`config.mk`:
```
export PLATFORM = sky130hd
export DESIGN_NAME = fte_ctrl
export DESIGN_NICKNAME = d
export VERILOG_FILES = /design/src/rtl/fte_pkg.sv /design/src/rtl/fte_ctrl.sv
export VERILOG_INCLUDE_DIRS = /design/src /design/src/rtl
export SDC_FILE = /design/constraint.sdc
export NUM_CORES = 1
export LEC_CHECK = 0
export BUFFER_PORTS_ARGS = -buffer_cell sky130_fd_sc_hd__buf_2
export CAP_MARGIN = 20
export CORE_ASPECT_RATIO = 0.6
export CORE_MARGIN = 4
export CORE_UTILIZATION = 56
export DETAILED_ROUTE_END_ITERATION = 10
export PLACE_DENSITY_LB_ADDON = 0.05
export SLEW_MARGIN = 20
export SYNTH_ARGS = -nofsm -noshare
export SYNTH_HDL_FRONTEND = slang
export SYNTH_SLANG_ARGS = --single-unit
export TNS_END_PERCENT = 5
```
`constraint.sdc`:
```
create_clock -name clk -period 2.2 [get_ports clk]
set_clock_uncertainty 0.1 [all_clocks]
set_input_delay 0.22 -clock clk [delete_from_list [all_inputs] [get_ports clk]]
set_output_delay 0.22 -clock clk [all_outputs]
set_load 0.01 [all_outputs]
```
`src/rtl/fenwick_tree_engine_unit_assert.svh`:
```
// Assertion macros shared by the fenwick tree engine modules.
// Each use expects signals named clk and rst_n in the enclosing module.
`ifndef FENWICK_TREE_ENGINE_UNIT_ASSERT_SVH
`define FENWICK_TREE_ENGINE_UNIT_ASSERT_SVH

// same-cycle implication, disabled while in reset
`define FTE_ASSERT_IMP(name, ante, cons, msg) \
    name: assert property (@(posedge clk) disable iff (!rst_n) (ante) |-> (cons)) \
        else $error(msg);

// next-cycle implication, disabled while in reset
`define FTE_ASSERT_NXT(name, ante, cons, msg) \
    name: assert property (@(posedge clk) disable iff (!rst_n) (ante) |=> (cons)) \
        else $error(msg);

`endif

```
`src/rtl/fte_pkg.sv`:
```
// Shared types and constants of the fenwick tree engine.
// No dependencies; every other file but the assertion macro header imports this package.
package fte_pkg;

    // default sizing
    localparam int FTE_DEPTH      = 1024;
    localparam int FTE_VALUE_BITS = 48;

    // fixed field widths of the item channels
    localparam int OPC_W     = 3;
    localparam int IDX_W     = 10;
    localparam int AMT_W     = 48;
    localparam int VAL_OUT_W = 48;
    localparam int IDX_OUT_W = 11;
    localparam int CNT_OUT_W = 10;
    localparam int STAT_W    = 2;

    // item opcodes; code 7 is unused: it changes nothing but still gets a result item
    typedef enum logic [OPC_W-1:0] {
        OP_UPDATE  = 3'd0,
        OP_PREFIX  = 3'd1,
        OP_POINT   = 3'd2,
        OP_SRCH_LT = 3'd3,
        OP_SRCH_GE = 3'd4,
        OP_APPEND  = 3'd5,
        OP_CLEAR   = 3'd6
    } opcode_t;

    // result status codes
    typedef enum logic [STAT_W-1:0] {
        ST_OK        = 2'd0,
        ST_BAD_INDEX = 2'd1,
        ST_FULL      = 2'd2,
        ST_OVERFLOW  = 2'd3
    } status_t;

    // datapath micro-operations
    typedef enum logic [4:0] {
        DP_IDLE,
        DP_LOAD,
        DP_LOAD_TGT,
        DP_RD_PTR,
        DP_RD_T,
        DP_UPD_WR,
        DP_ACC_ADD,
        DP_ACC_SUB,
        DP_PV_FIRST,
        DP_SR_LT,
        DP_SR_LE,
        DP_SR_SKIP,
        DP_AP_PTR,
        DP_AP_SAVE,
        DP_AP_DIFF,
        DP_AP_AMT,
        DP_AP_WR,
        DP_CLR,
        DP_RESULT
    } dp_op_t;

    // how the result item is formed
    typedef enum logic [2:0] {
        RES_NONE,
        RES_VALUE,
        RES_SEARCH,
        RES_IDX_ONE,
        RES_APPEND,
        RES_BAD_INDEX,
        RES_FULL
    } res_t;

    typedef struct packed {
        dp_op_t op;
        res_t   res;
    } dp_cmd_t;

    typedef struct packed {
        logic idx_ok;
        logic full;
        logic ptr_zero;
        logic upd_next_ok;
        logic clr_next_zero;
        logic ptr_gt_parent;
        logic clr_next_gt_parent;
        logic half_zero;
        logic t_le_count;
        logic amt_neg;
        logic amt_zero;
        logic out_free;
    } dp_stat_t;

    // controller states
    typedef enum logic [4:0] {
        S_IDLE,
        S_DISPATCH,
        S_UPD_RD,
        S_UPD_WR,
        S_PS_RD,
        S_PS_ADD,
        S_PV_RD,
        S_PV_FIRST,
        S_PV_CHK,
        S_PV_RD2,
        S_PV_SUB,
        S_SR_CHK,
        S_SR_RD,
        S_SR_STEP,
        S_AP_CHK1,
        S_AP_RD1,
        S_AP_ADD1,
        S_AP_CHK2,
        S_AP_RD2,
        S_AP_ADD2,
        S_AP_AMT,
        S_AP_WR,
        S_RESULT
    } ctl_state_t;

endpackage

```
`src/rtl/fte_ctrl.sv`:
```
// Sequencer of the fenwick tree engine: walks each operation as datapath commands.
// Depends on fte_pkg and the assertion macro header.
`include "fenwick_tree_engine_unit_assert.svh"

module fte_ctrl import fte_pkg::*;
(
    input  logic             clk,
    input  logic             rst_n,
    input  logic             in_valid,
    input  logic [OPC_W-1:0] in_opcode,
    output logic             in_ready,
    input  dp_stat_t         stat,
    output dp_cmd_t          dcmd
);

    ctl_state_t       state_reg, state_next;
    logic [OPC_W-1:0] op_reg, op_next;
    res_t             res_reg, res_next;

    // state registers
    always_ff @(posedge clk or negedge rst_n)
    begin
        if (!rst_n)
        begin
            state_reg <= S_IDLE;
            op_reg    <= '0;
            res_reg   <= RES_NONE;
        end
        else
        begin
            state_reg <= state_next;
            op_reg    <= op_next;
            res_reg   <= res_next;
        end
    end

    // next state
    always_comb
    begin
        state_next = state_reg;
        op_next    = op_reg;
        res_next   = res_reg;
        unique case (state_reg)
            S_IDLE:
            begin
                if (in_valid)
                begin
                    state_next = S_DISPATCH;
                    op_next    = in_opcode;
                end
            end
            S_DISPATCH:
            begin
                state_next = S_RESULT;
                res_next   = RES_NONE;
                unique case (opcode_t'(op_reg))
                    OP_UPDATE:
                    begin
                        if (!stat.idx_ok) res_next = RES_BAD_INDEX;
                        else              state_next = S_UPD_RD;
                    end
                    OP_PREFIX:
                    begin
                        if (!stat.idx_ok) res_next = RES_BAD_INDEX;
                        else              state_next = S_PS_RD;
                    end
                    OP_POINT:
                    begin
                        if (!stat.idx_ok) res_next = RES_BAD_INDEX;
                        else              state_next = S_PV_RD;
                    end
                    OP_SRCH_LT:
                    begin
                        // a negative target ends at index zero
                        if (!stat.amt_neg) state_next = S_SR_CHK;
                    end
                    OP_SRCH_GE:
                    begin
                        if (stat.amt_neg || stat.amt_zero) res_next = RES_IDX_ONE;
                        else                               state_next = S_SR_CHK;
                    end
                    OP_APPEND:
                    begin
                        if (stat.full) res_next = RES_FULL;
                        else           state_next = S_AP_CHK1;
                    end
                    OP_CLEAR:
                    begin
                        res_next = RES_NONE;
                    end
                    default:
                    begin
                        res_next = RES_NONE;
                    end
                endcase
            end
            S_UPD_RD:   state_next = S_UPD_WR;
            S_UPD_WR:   state_next = stat.upd_next_ok ? S_UPD_RD : S_RESULT;
            S_PS_RD:    state_next = S_PS_ADD;
            S_PS_ADD:
            begin
                if (stat.clr_next_zero)
                begin
                    state_next = S_RESULT;
                    res_next   = RES_VALUE;
                end
                else
                begin
                    state_next = S_PS_RD;
                end
            end
            S_PV_RD:    state_next = S_PV_FIRST;
            S_PV_FIRST: state_next = S_PV_CHK;
            S_PV_CHK:
            begin
                if (stat.ptr_gt_parent)
                begin
                    state_next = S_PV_RD2;
                end
                else
                begin
                    state_next = S_RESULT;
                    res_next   = RES_VALUE;
                end
            end
            S_PV_RD2:   state_next = S_PV_SUB;
            S_PV_SUB:
            begin
                if (stat.clr_next_gt_parent)
                begin
                    state_next = S_PV_RD2;
                end
                else
                begin
                    state_next = S_RESULT;
                    res_next   = RES_VALUE;
                end
            end
            S_SR_CHK:
            begin
                if (stat.half_zero)
                begin
                    state_next = S_RESULT;
                    res_next   = RES_SEARCH;
                end
                else if (stat.t_le_count)
                begin
                    state_next = S_SR_RD;
                end
            end
            S_SR_RD:    state_next = S_SR_STEP;
            S_SR_STEP:  state_next = S_SR_CHK;
            S_AP_CHK1:  state_next = stat.ptr_zero ? S_AP_CHK2 : S_AP_RD1;
            S_AP_RD1:   state_next = S_AP_ADD1;
            S_AP_ADD1:  state_next = S_AP_CHK1;
            S_AP_CHK2:  state_next = stat.ptr_zero ? S_AP_AMT : S_AP_RD2;
            S_AP_RD2:   state_next = S_AP_ADD2;
            S_AP_ADD2:  state_next = S_AP_CHK2;
            S_AP_AMT:   state_next = S_AP_WR;
            S_AP_WR:
            begin
                state_next = S_RESULT;
                res_next   = RES_APPEND;
            end
            S_RESULT:
            begin
                if (stat.out_free) state_next = S_IDLE;
            end
            default:    state_next = S_IDLE;
        endcase
    end

    // command outputs
    always_comb
    begin
        in_ready  = 1'b0;
        dcmd.op   = DP_IDLE;
        dcmd.res  = res_reg;
        unique case (state_reg)
            S_IDLE:
            begin
                in_ready = 1'b1;
                if (in_valid)
                begin
                    if (in_opcode == OP_SRCH_LT || in_opcode == OP_SRCH_GE)
                        dcmd.op = DP_LOAD_TGT;
                    else
                        dcmd.op = DP_LOAD;
                end
            end
            S_DISPATCH:
            begin
                if (op_reg == OP_APPEND && !stat.full)
                    dcmd.op = DP_AP_PTR;
                else if (op_reg == OP_CLEAR)
                    dcmd.op = DP_CLR;
            end
            S_UPD_RD:   dcmd.op = DP_RD_PTR;
            S_UPD_WR:   dcmd.op = DP_UPD_WR;
            S_PS_RD:    dcmd.op = DP_RD_PTR;
            S_PS_ADD:   dcmd.op = DP_ACC_ADD;
            S_PV_RD:    dcmd.op = DP_RD_PTR;
            S_PV_FIRST: dcmd.op = DP_PV_FIRST;
            S_PV_CHK:   dcmd.op = DP_IDLE;
            S_PV_RD2:   dcmd.op = DP_RD_PTR;
            S_PV_SUB:   dcmd.op = DP_ACC_SUB;
            S_SR_CHK:
            begin
                if (!stat.half_zero && !stat.t_le_count) dcmd.op = DP_SR_SKIP;
            end
            S_SR_RD:    dcmd.op = DP_RD_T;
            S_SR_STEP:  dcmd.op = (op_reg == OP_SRCH_LT) ? DP_SR_LT : DP_SR_LE;
            S_AP_CHK1:  dcmd.op = stat.ptr_zero ? DP_AP_SAVE : DP_IDLE;
            S_AP_RD1:   dcmd.op = DP_RD_PTR;
            S_AP_ADD1:  dcmd.op = DP_ACC_ADD;
            S_AP_CHK2:  dcmd.op = stat.ptr_zero ? DP_AP_DIFF : DP_IDLE;
            S_AP_RD2:   dcmd.op = DP_RD_PTR;
            S_AP_ADD2:  dcmd.op = DP_ACC_ADD;
            S_AP_AMT:   dcmd.op = DP_AP_AMT;
            S_AP_WR:    dcmd.op = DP_AP_WR;
            S_RESULT:   dcmd.op = stat.out_free ? DP_RESULT : DP_IDLE;
            default:    dcmd.op = DP_IDLE;
        endcase
    end

    // checks
    `FTE_ASSERT_NXT(a_accept_dispatch, in_valid && in_ready, state_reg == S_DISPATCH, "item accepted but no dispatch")
    `FTE_ASSERT_IMP(a_result_slot_free, dcmd.op == DP_RESULT, stat.out_free, "result issued over an untaken item")

endmodule

```
==> impl_summary.log <==
INFO  metric run_status = complete, but fails checks
INFO  metric failed_checks = setup timing
INFO  metric die_h = 47.7 um
INFO  metric critical_path_peak_fanout = 14
INFO  metric irDropWorstVdd = 916 uV
INFO  metric delay_contributed_by_the_slowest_stage_of_the_critical_path = 0.46 ns
INFO  metric power_report.internal_total = 1310 uW
INFO  metric power.leakage = 0.000735 uW
INFO  metric final_weighted_congestion_of_routability_driven_global_placement = 0.973
INFO  metric antenna_found_initial = 0
INFO  metric cp_data_required_time = 1.88 ns
INFO  metric tritoncts = yes
INFO  metric fin_nets = 257
INFO  metric critPathTopFamily = buffers and inverters
INFO  metric placement_rows = 14
INFO  metric timing.max_slew.rel_slack = 59.6%
INFO  metric starting_utilization_of_the_core_area = 58.8%
INFO  metric worst_setup_path_end_kind = output port
INFO  metric cts.reportedPaths.clkPinSlew = 0.05 ns
INFO  metric clock_buffer_depth = 2
INFO  metric tightest_pin_transition = 0.605 ns
INFO  metric mappedNetlistArea = 0.00147 mm2
INFO  metric numClockSinks = 11
INFO  metric critical_path.cell_chain = buf_4 -> buf_4 -> and3b_1 -> a22oi_1 -> o21ai_0 -> o21ai_0 -> o211ai_1 -> buf_2
INFO  metric share_comb_of_total_power = 76.5%
INFO  metric groute.usage.overall = 29.3%
INFO  metric drive_gt1_share = 27.7%
INFO  metric synth_async_reset_ratio = 100%
INFO  metric timing.fmax = 445 MHz
INFO  metric largest_register_ff_count = 5
INFO  metric regToRegStartpoint = state_reg[0]
INFO  metric first_global_vias = 1,587
INFO  metric critical_path_arrival = 1.93 ns
INFO  metric final_hold_viol_count = 0
INFO  metric insertedDiodeCount = 0
INFO  metric power-per-cell-area = 1530 mW/mm2
INFO  metric global_route_wire_length_before_repair = 7.78 mm
INFO  metric io-pin-count = 27
INFO  metric standard_cell_with_the_maximum_stage_delay_on_the_critical_path = sky130_fd_sc_hd__dfrtp_1
INFO  metric post-dp-hpwl = 3.67 mm
INFO  metric p_sw_share = 51.3%
INFO  metric clkPwrFrac = 7.5%
INFO  metric post-route-period-util = 102%
INFO  metric fin_worst_hold_slack = 0.149 ns
INFO  metric share_seq_of_total_power = 16.1%
INFO  metric die_area = 0.00354 mm2
INFO  metric syn-instance-count = 210
INFO  metric postCtsSetupBuffers = 0
INFO  metric path_buf_inv = 3
INFO  metric fillers = 223
INFO  metric vias = 1,820
INFO  metric timing.critical_path.from_type = flip-flop
INFO  metric critical_path.startpoint = state_reg[3]
INFO  metric syn2layout_area_growth = 19.9%
INFO  metric setup_viol = 1
INFO  metric dpl_worst_slack = 0.166 ns
INFO  metric fin_ws = -0.0478 ns
INFO  metric globalRoute.totalOverflow = 0
INFO  metric p_sw = 1380 uW
INFO  metric synth_area_per_cell = 7.02 um2
INFO  metric clock_tree.htree_level_count = 1
INFO  metric design.core.area = 0.00250 mm2
INFO  metric synth.most_common_cell = sky130_fd_sc_hd__nor2_1
INFO  metric via_per_inst = 6.74
INFO  metric timing.hold.worst.class = in -> reg
INFO  metric synth_edf_count = 0
INFO  metric wire_per_inst = 18.2 um
INFO  metric area.sequential = 277 um2
INFO  metric grt_start_max_net_pins = 28
INFO  metric detail_route.drc_violations = 0
INFO  metric max_cap_violations = 0
INFO  metric layout.core_utilization = 70.6%
INFO  metric worst_hold_startpoint = in_opcode[0]
INFO  metric synthFlopType = sky130_fd_sc_hd__dfrtp_1
INFO  metric fp.dieW = 74.2 um
INFO  metric cell_variety_after_synth = 48
INFO  metric sequential_cell_area_fraction_in_the_yosys_report = 18.7%
INFO  metric ant_nets = 0
INFO  metric mappedNetlistNets = 228
INFO  metric netlist_top_cells_area = sky130_fd_sc_hd__dfrtp_1 (19%), sky130_fd_sc_hd__a21oi_1 (5.8%), sky130_fd_sc_hd__nor2_1 (4.8%)
INFO  metric ys_ff_latch = 11
INFO  metric netlist.area_leader.share = 18.7%
INFO  metric cts_made_buffers = 3
INFO  metric clock_tree.root_cell = sky130_fd_sc_hd__clkbuf_8
INFO  metric power = 2700 uW
INFO  metric insertion_delay = 0.24 ns
INFO  metric multi_input_gate_area = 0.00110 mm2
INFO  metric synth_common_cells = sky130_fd_sc_hd__nor2_1 (19), sky130_fd_sc_hd__a21oi_1 (17), sky130_fd_sc_hd__nand2_1 (17)
INFO  metric synth_top_area_cell = sky130_fd_sc_hd__dfrtp_1
INFO  metric detailedRoute.firstIterationViolations = 231
INFO  metric worst-setup-path-type = reg -> out
INFO  metric yosysWarnings = 0
INFO  metric io_buffers = 26
INFO  metric route.final.wire_length = 4.91 mm
INFO  metric detailedRoute.firstPassIterationCount = 5
INFO  metric timing_max_transition_violations_final = 0
INFO  metric unrepaired_setup_endpoints_after_global_routing = yes
INFO  metric fin_crit = 2.25 ns
## worst register-to-register path: stages (launching register included)
cell and delay (ns):
sky130_fd_sc_hd__dfrtp_1 0.49, sky130_fd_sc_hd__buf_4 0.22, sky130_fd_sc_hd__nand2b_1 0.27, sky130_fd_sc_hd__nor2_1 0.09, sky130_fd_sc_hd__a22oi_1 0.27, sky130_fd_sc_hd__o311ai_2 0.23, sky130_fd_sc_hd__mux2_2 0.31
## stage by stage
step                      area, um2  TNS, ns  cells
after floorplan                1470        0    210
after global placement         1680        0    265
after CTS                      1740        0    270
after global routing           1770   -0.197    270
after detailed placement       1680        0    265
final                          1770  -0.0478    270
## area by class of cell
cell class              count  area share (%)
inverters                   8            1.70
flip-flops and latches     11            15.6
multi-input cells         172            62.4
repair buffers             43            15.4
well taps                  32            2.26
clock buffers               4            2.55
## final timing paths
check	cells past startpoint	slack, ns	endpoint
worst max-delay path	8	-0.05	dcmd[3]
worst min-delay path	2	0.15	op_reg[0]
worst max register to register	6	0.12	res_reg[1]
worst min register to register	1	0.42	res_reg[2]
max in group asynchronous	2	1.48	state_reg[2]
min in group asynchronous	2	0.30	state_reg[3]
## layout by cell type (no fill, tap or decap), types with 2 or more instances in the layout
cell	instances
sky130_fd_sc_hd__nor2b_2	3
sky130_fd_sc_hd__o211ai_1	6
sky130_fd_sc_hd__nor3b_1	5
sky130_fd_sc_hd__clkbuf_8	3
sky130_fd_sc_hd__nand2_1	17
sky130_fd_sc_hd__or3_1	2
sky130_fd_sc_hd__o21ai_0	12
sky130_fd_sc_hd__nor3_1	7
sky130_fd_sc_hd__a211oi_1	3
sky130_fd_sc_hd__a31oi_1	6
sky130_fd_sc_hd__a21oi_1	17
sky130_fd_sc_hd__o31a_1	3
sky130_fd_sc_hd__nor2b_1	4
sky130_fd_sc_hd__nor2_1	18
sky130_fd_sc_hd__o22ai_1	3
sky130_fd_sc_hd__and3b_1	2
sky130_fd_sc_hd__and2_1	2
sky130_fd_sc_hd__dfrtp_1	10
sky130_fd_sc_hd__nand3_1	3
sky130_fd_sc_hd__or2_2	4
sky130_fd_sc_hd__a22oi_1	5
sky130_fd_sc_hd__nand2b_1	9
sky130_fd_sc_hd__o31ai_1	2
sky130_fd_sc_hd__buf_4	15
sky130_fd_sc_hd__mux2i_1	2
sky130_fd_sc_hd__buf_2	26
sky130_fd_sc_hd__o21ai_1	2
sky130_fd_sc_hd__a22o_1	3
sky130_fd_sc_hd__nand3b_1	4
sky130_fd_sc_hd__nor4_1	2
sky130_fd_sc_hd__inv_1	8
sky130_fd_sc_hd__mux2_2	6
## routing by layer
metal / vias to the layer above / part of all wire [%] / GRT usage (%)
li1: 835 / - / -
met1: 849 / 44 / 43.6
met2: 126 / 42 / 44.0
met3: 10 / 13 / 6.71
met4: 0 / 1.3 / 4.61
met5: - / 0 / 0
## power groups by stage
stage / combinational (uW) / clock, uW / sequential, uW
finish: 2060 / 202 / 433
global route: 2230 / 215 / 447
detailed placement: 1950 / 0 / 424
floorplan: 1410 / 0 / 363
global placement: 1920 / 0 / 419
CTS: 1970 / 201 / 423
## cells by family (layout without fill, tap and decap cells)
logic type             Yosys count  in the layout  share of synthesized area [%]
muxes                            8              8                           5.94
buffers and inverters           27             55                           8.40
AOI/OAI and AO/OA               70             70                           31.3
DFF                             11             11                           18.7
and+or+nand+nor                 94             94                           35.7
## timing repair
action                     CTS  global route
resized for setup            1            10
hold buffers                 1             0
hold endpoints to repair    11             0
setup endpoints to repair    2             6
No activity file was read; power rests on OpenSTA's default activity.
